## src/pol_pkg.sv

```systemverilog
// shared types and codes for the positional ordered list
package pol_pkg;

  typedef enum logic [2:0] {
    OP_APPEND  = 3'd0,
    OP_PREPEND = 3'd1,
    OP_INSERT  = 3'd2,
    OP_REMOVE  = 3'd3,
    OP_READ    = 3'd4,
    OP_SEARCH  = 3'd5,
    OP_CLEAR   = 3'd6
  } op_t;

  typedef enum logic [1:0] {
    ST_OK    = 2'd0,
    ST_RANGE = 2'd1,
    ST_FULL  = 2'd2
  } status_t;

  typedef enum logic [1:0] {
    CELL_HOLD  = 2'd0,
    CELL_LEFT  = 2'd1,
    CELL_RIGHT = 2'd2,
    CELL_LOAD  = 2'd3
  } cell_mode_t;

endpackage

```

## src/positional_ordered_list_top.sv

```systemverilog
// top level of the positional ordered list: command decode, cell row and result register
// the result is registered: it is valid in the cycle after the command transfer
// throughput: one command per cycle while results are taken; the cell row shifts, loads and compares in one step
// a result waiting in the output register is held until taken, input stalls only then
// reset clears the item count and the output valid; slot contents are left as they are
module positional_ordered_list_top #(
  parameter int DEPTH     = 16,
  parameter int WORD_BITS = 32
) (
  input  logic        clk,
  input  logic        rst,
  input  logic        in_valid,
  output logic        in_ready,
  input  logic [2:0]  op,
  input  logic [4:0]  position,
  input  logic [31:0] value,
  output logic        out_valid,
  input  logic        out_ready,
  output logic [1:0]  status,
  output logic [31:0] data,
  output logic        found,
  output logic [3:0]  where_found,
  output logic [4:0]  count
);

  localparam int CW = $clog2(DEPTH + 1);
  localparam int IW = $clog2(DEPTH);
  localparam int PW = (CW > 5) ? CW : 5;

  logic [CW-1:0]        item_count;
  logic [CW-1:0]        item_count_next;
  logic                 accept;
  logic [WORD_BITS-1:0] key;
  logic [PW-1:0]        pos_w;
  logic [PW-1:0]        cnt_w;
  logic [PW-1:0]        ins_pos;
  logic                 is_put;
  logic                 do_ins;
  logic                 do_rem;
  pol_pkg::status_t     status_next;
  logic [WORD_BITS-1:0] read_word;
  logic                 hit;
  logic [IW-1:0]        hit_idx;

  logic [WORD_BITS-1:0] words [DEPTH];
  logic [DEPTH-1:0]     match_vec;
  pol_pkg::cell_mode_t  modes [DEPTH];

  assign in_ready = !out_valid || out_ready;
  assign accept   = in_valid && in_ready;
  assign key      = WORD_BITS'(value);
  assign pos_w    = PW'(position);
  assign cnt_w    = PW'(item_count);

  // command decode
  always_comb begin
    is_put          = 1'b0;
    ins_pos         = pos_w;
    do_ins          = 1'b0;
    do_rem          = 1'b0;
    status_next     = pol_pkg::ST_OK;
    item_count_next = item_count;
    case (pol_pkg::op_t'(op))
      pol_pkg::OP_APPEND: begin
        is_put  = 1'b1;
        ins_pos = cnt_w;
      end
      pol_pkg::OP_PREPEND: begin
        is_put  = 1'b1;
        ins_pos = '0;
      end
      pol_pkg::OP_INSERT: begin
        is_put = 1'b1;
      end
      pol_pkg::OP_REMOVE: begin
        if (pos_w >= cnt_w) begin
          status_next = pol_pkg::ST_RANGE;
        end else begin
          do_rem          = accept;
          item_count_next = item_count - CW'(1);
        end
      end
      pol_pkg::OP_READ: begin
        if (pos_w >= cnt_w) status_next = pol_pkg::ST_RANGE;
      end
      pol_pkg::OP_CLEAR: begin
        item_count_next = '0;
      end
      default: ;
    endcase
    if (is_put) begin
      if (ins_pos > cnt_w) begin
        status_next = pol_pkg::ST_RANGE;
      end else if (item_count == CW'(DEPTH)) begin
        status_next = pol_pkg::ST_FULL;
      end else begin
        do_ins          = accept;
        item_count_next = item_count + CW'(1);
      end
    end
  end

  // per-slot shift control
  always_comb begin
    for (int i = 0; i < DEPTH; i++) begin
      modes[i] = pol_pkg::CELL_HOLD;
      if (do_ins) begin
        if (PW'(i) == ins_pos) modes[i] = pol_pkg::CELL_LOAD;
        else if (PW'(i) > ins_pos) modes[i] = pol_pkg::CELL_LEFT;
      end else if (do_rem && PW'(i) >= pos_w) begin
        modes[i] = pol_pkg::CELL_RIGHT;
      end
    end
  end

  for (genvar g = 0; g < DEPTH; g++) begin : g_cell
    logic [WORD_BITS-1:0] left_w;
    logic [WORD_BITS-1:0] right_w;
    if (g == 0) begin : g_first
      assign left_w = key;
    end else begin : g_inner_l
      assign left_w = words[g-1];
    end
    if (g == DEPTH - 1) begin : g_last
      assign right_w = words[g];
    end else begin : g_inner_r
      assign right_w = words[g+1];
    end
    pol_cell #(.WORD_BITS(WORD_BITS)) u_cell (
      .clk        (clk),
      .mode       (modes[g]),
      .left_word  (left_w),
      .right_word (right_w),
      .load_word  (key),
      .key        (key),
      .word       (words[g]),
      .match      (match_vec[g])
    );
  end

  // read select and first-match search
  always_comb begin
    read_word = '0;
    hit       = 1'b0;
    hit_idx   = '0;
    for (int i = 0; i < DEPTH; i++) begin
      if (PW'(i) == pos_w) read_word = read_word | words[i];
    end
    for (int i = DEPTH - 1; i >= 0; i--) begin
      if (match_vec[i] && PW'(i) < cnt_w) begin
        hit     = 1'b1;
        hit_idx = IW'(i);
      end
    end
  end

  always_ff @(posedge clk) begin
    if (rst) begin
      item_count <= '0;
      out_valid  <= 1'b0;
    end else begin
      if (accept) begin
        item_count <= item_count_next;
        out_valid  <= 1'b1;
      end else if (out_ready) begin
        out_valid <= 1'b0;
      end
    end
  end

  always_ff @(posedge clk) begin
    if (accept) begin
      status      <= status_next;
      count       <= 5'(item_count_next);
      data        <= (pol_pkg::op_t'(op) == pol_pkg::OP_READ && status_next == pol_pkg::ST_OK)
                     ? 32'(read_word) : '0;
      found       <= (pol_pkg::op_t'(op) == pol_pkg::OP_SEARCH) && hit;
      where_found <= (pol_pkg::op_t'(op) == pol_pkg::OP_SEARCH && hit) ? 4'(hit_idx) : '0;
    end
  end

endmodule

```

## src/pol_cell.sv

```systemverilog
// one list slot: holds a word, shifts with its neighbors, compares against the search key
module pol_cell #(
  parameter int WORD_BITS = 32
) (
  input  logic                   clk,
  input  pol_pkg::cell_mode_t    mode,
  input  logic [WORD_BITS-1:0]   left_word,
  input  logic [WORD_BITS-1:0]   right_word,
  input  logic [WORD_BITS-1:0]   load_word,
  input  logic [WORD_BITS-1:0]   key,
  output logic [WORD_BITS-1:0]   word,
  output logic                   match
);

  always_ff @(posedge clk) begin
    unique case (mode)
      pol_pkg::CELL_HOLD:  word <= word;
      pol_pkg::CELL_LEFT:  word <= left_word;
      pol_pkg::CELL_RIGHT: word <= right_word;
      pol_pkg::CELL_LOAD:  word <= load_word;
      default:             word <= word;
    endcase
  end

  assign match = (word == key);

endmodule

```

## config.mk

```make
export PLATFORM = sky130hd
export DESIGN_NAME = positional_ordered_list_top
export DESIGN_NICKNAME = d
export VERILOG_FILES = /design/src/pol_pkg.sv /design/src/positional_ordered_list_top.sv /design/src/pol_cell.sv
export SDC_FILE = /design/constraint.sdc
export NUM_CORES = 2
export LEC_CHECK = 0
export BUFFER_PORTS_ARGS = -buffer_cell sky130_fd_sc_hd__buf_2
export CAP_MARGIN = 20
export CORE_ASPECT_RATIO = 1.1
export CORE_MARGIN = 2
export CORE_UTILIZATION = 40
export DETAILED_ROUTE_END_ITERATION = 10
export SYNTH_ARGS = -nofsm -noshare
export SYNTH_HDL_FRONTEND = slang
export SYNTH_HIERARCHICAL = 1
export SYNTH_SLANG_ARGS = --single-unit
```

## constraint.sdc

```tcl
create_clock -name clk -period 3.8 [get_ports clk]
set_input_delay 0.76 -clock clk [delete_from_list [all_inputs] [get_ports clk]]
set_output_delay 0.76 -clock clk [all_outputs]
set_load 0.03 [all_outputs]
```

==> reports/results.ini <==
[run_status]
status = finished clean

[drt]
drt-total-wl_mm = 161
post-route-drc-count = 0
vias_per_cell = 6.25
dr_total_vias = 33400
postRouteAntennaNets = 0
drt-pass1-iter-count = 6
wl_per_cell_microns = 30.1
drt_iter0_markers = 4342

[global_route]
grtUsageTotal_pct = 31.8
grt_pass1_wl_mm = 227
overflow = 0
grt_pass1_vias = 31300
grt_max_degree = 41
antenna_found_initial = 19

[placement]
post-dp-hpwl_mm = 114
gp_congestion = 1.01
io_buffers = 89
dp_slack_ns = -0.180

[clocking]
cts_resized = 0
cts_setup_buffers = 0
tritoncts_num_sinks = 562
cts_buffers = 70
clockBufferDepth = 3
clock-root-buffer = clkbuf_16
worstSkewPairLatency_ns = 0.64
hold_buffers = 0
clk_pin_slew_ns = 0.05
htreeDepth = 3
cts_tree = done

[floorplan]
die_x_microns = 298
fp.dieH_microns = 328
start_util_pct = 40.4
coreArea_sq_mm = 0.0943
rows = 118
ios = 90
die_area_sq_mm = 0.0978

[timing]
tightest_slew_ns = 1.19
fin_crit_ns = 3.57
hold_ws_ns = 0.382
layout_setup_ws_ns = 0.235
rsz0062_at_grt = no
timing.final.crit_share_pct = 93.8
final-max-slew-violation-count = 0
worst_slew_margin_rel_pct = 19.7
finalHoldViolations = 0
finalSetupViolations = 0
fmax_mhz = 281
fin_skew_ns = 0.0307

[yosys]
ys_seq_elements = 562
ys_warn_count = 6
yosysTopAreaCell = edfxtp_1
netlist_top_cells_area = edfxtp_1, mux2i_1, xor2_1
yosysUniqueCellTypes = 71
synth_edf_count = 556
synth_top_area_share_pct = 43.8
synthCells = 3704
syn_nets = 3761
async_flop_share_pct = 0
syn-mean-instance-area_sq_um = 10.3
yosysMostFrequentCell = nor2_1
synth_commonest_cells = nor2_1, edfxtp_1, a21oi_1, mux2i_1, xor2_1
ys_seq_area_share_pct = 44.1
netlist_area_sq_mm = 0.0381
ys.flop_type = edfxtp_1

[power]
switchingPower_w = 0.00430
power_switching_share_pct = 27.2
ir_drop_uv = 295
power_frac_comb_pct = 12.8
clockPowerShare_pct = 41.9
seqPwrFrac_pct = 45.3
total_leakage_power_nw = 15.6
p_int_w = 0.0115
cellPowerDensity_mw_per_mm2 = 346

[min_path]
min_path_type = in2reg

[worst_setup_path]
critical_path_class = reg2reg
path_max_fanout = 4
cp.required_ns = 4.16
start_kind = register
cp_data_arrival_time_ns = 3.93
end_kind = register

[job]
cap_viol_max_count = 0

[layout]
final_util_pct = 48.4
final_nets = 4079
drive_above_1_share_pct = 16.7
syn_to_final_growth_pct = 19.9

[worst paths after layout]
check | startpoint | to | slack [ns] | cells past startpoint
hold reg to reg | out_valid$_SDFFE_PP0P_ | out_valid$_SDFFE_PP0P_ | 0.52 | 2
hold / removal | in_valid | out_valid$_SDFFE_PP0P_ | 0.38 | 3
setup reg to reg | g_cell[13].u_cell/word[31]$_DFFE_PP_ | where_found[1]$_SDFFCE_PP0P_ | 0.23 | 11
setup / recovery | g_cell[13].u_cell/word[31]$_DFFE_PP_ | where_found[1]$_SDFFCE_PP0P_ | 0.23 | 11
[flip-flops by register name (all words and copies together), names as in the netlist]
signal and flops:
g_cell.u_cell/word 512, data 32, found 1, cnt_w 5
count 5, out_valid 1, where_found 4, status 2
[cell families after synthesis]
logic type      count (synthesis)  synth area share, %
compound gates                917                 14.8
xor+xnor                      514                 11.8
fa+ha+maj                      13                0.427
buf+inv                       267                 4.28
flops                         562                 44.1
mux                           515                 13.5
simple gates                  916                 11.0
[through the flow]
stage                     instances  instance area (sq um)  total power [W]  setup TNS [ns]
after global placement         5210                  43500          0.00922          -20.80
after CTS                      5333                  45700           0.0158               0
after floorplan                3704                  38200          0.00824               0
after detailed placement       5210                  43500          0.00925          -32.70
after global routing           5334                  45700           0.0162               0
final                          5338                  45700           0.0158               0
[power groups by stage]
stage          Combinational, W  Sequential (W)  Clock (W)
5_1_grt                 0.00212         0.00717    0.00692
3_5_place_dp            0.00196         0.00728          0
4_1_cts                 0.00197         0.00715    0.00669
3_3_place_gp            0.00194         0.00728          0
2_1_floorplan          0.000979         0.00726          0
6_report                0.00202         0.00716    0.00662
[worst max-delay path: stages, from the launching register on]
cell and delay (ns):
edfxtp_1 0.48, xor2_1 0.18, nor4_1 1.01, nand4_1 0.38, nor2_1 0.21, buf_4 0.18
a41o_1 0.20, a22o_1 0.16, nor2b_1 0.05, o211ai_1 0.20, a211o_1 0.17, a31oi_1 0.08
[cell usage in the layout, fill, tap and decap left out, types with 73 or more instances in the layout]
cell      count
nand2_1      73
edfxtp_1    556
xor2_1      513
nor4_1      129
a22oi_1     111
a22o_1       75
a221oi_1     76
mux2i_1     515
a21oi_1     529
buf_4       286
nor2_1      570
buf_12      117
buf_2        89
[area by class of cell]
type                            count  area [sq um]
Clock buffer                       86          1870
Clock inverter                     37           297
Fill cell                        8702         48600
Multi-Input combinational cell   2875         20100
Inverter                           21          78.8
Sequential cell                   562         16800
Tap cell                         1260          1580
Timing Repair Buffer              492          4930
Antenna cell                        5          12.5
[layer usage]
layer  track usage, %  wire length (microns)
met1             40.9                  60900
met2             48.0                  69600
met3             7.18                  17600
met4             21.4                  12400
met5                0                     68
No activity file was read; power rests on OpenSTA's default activity.
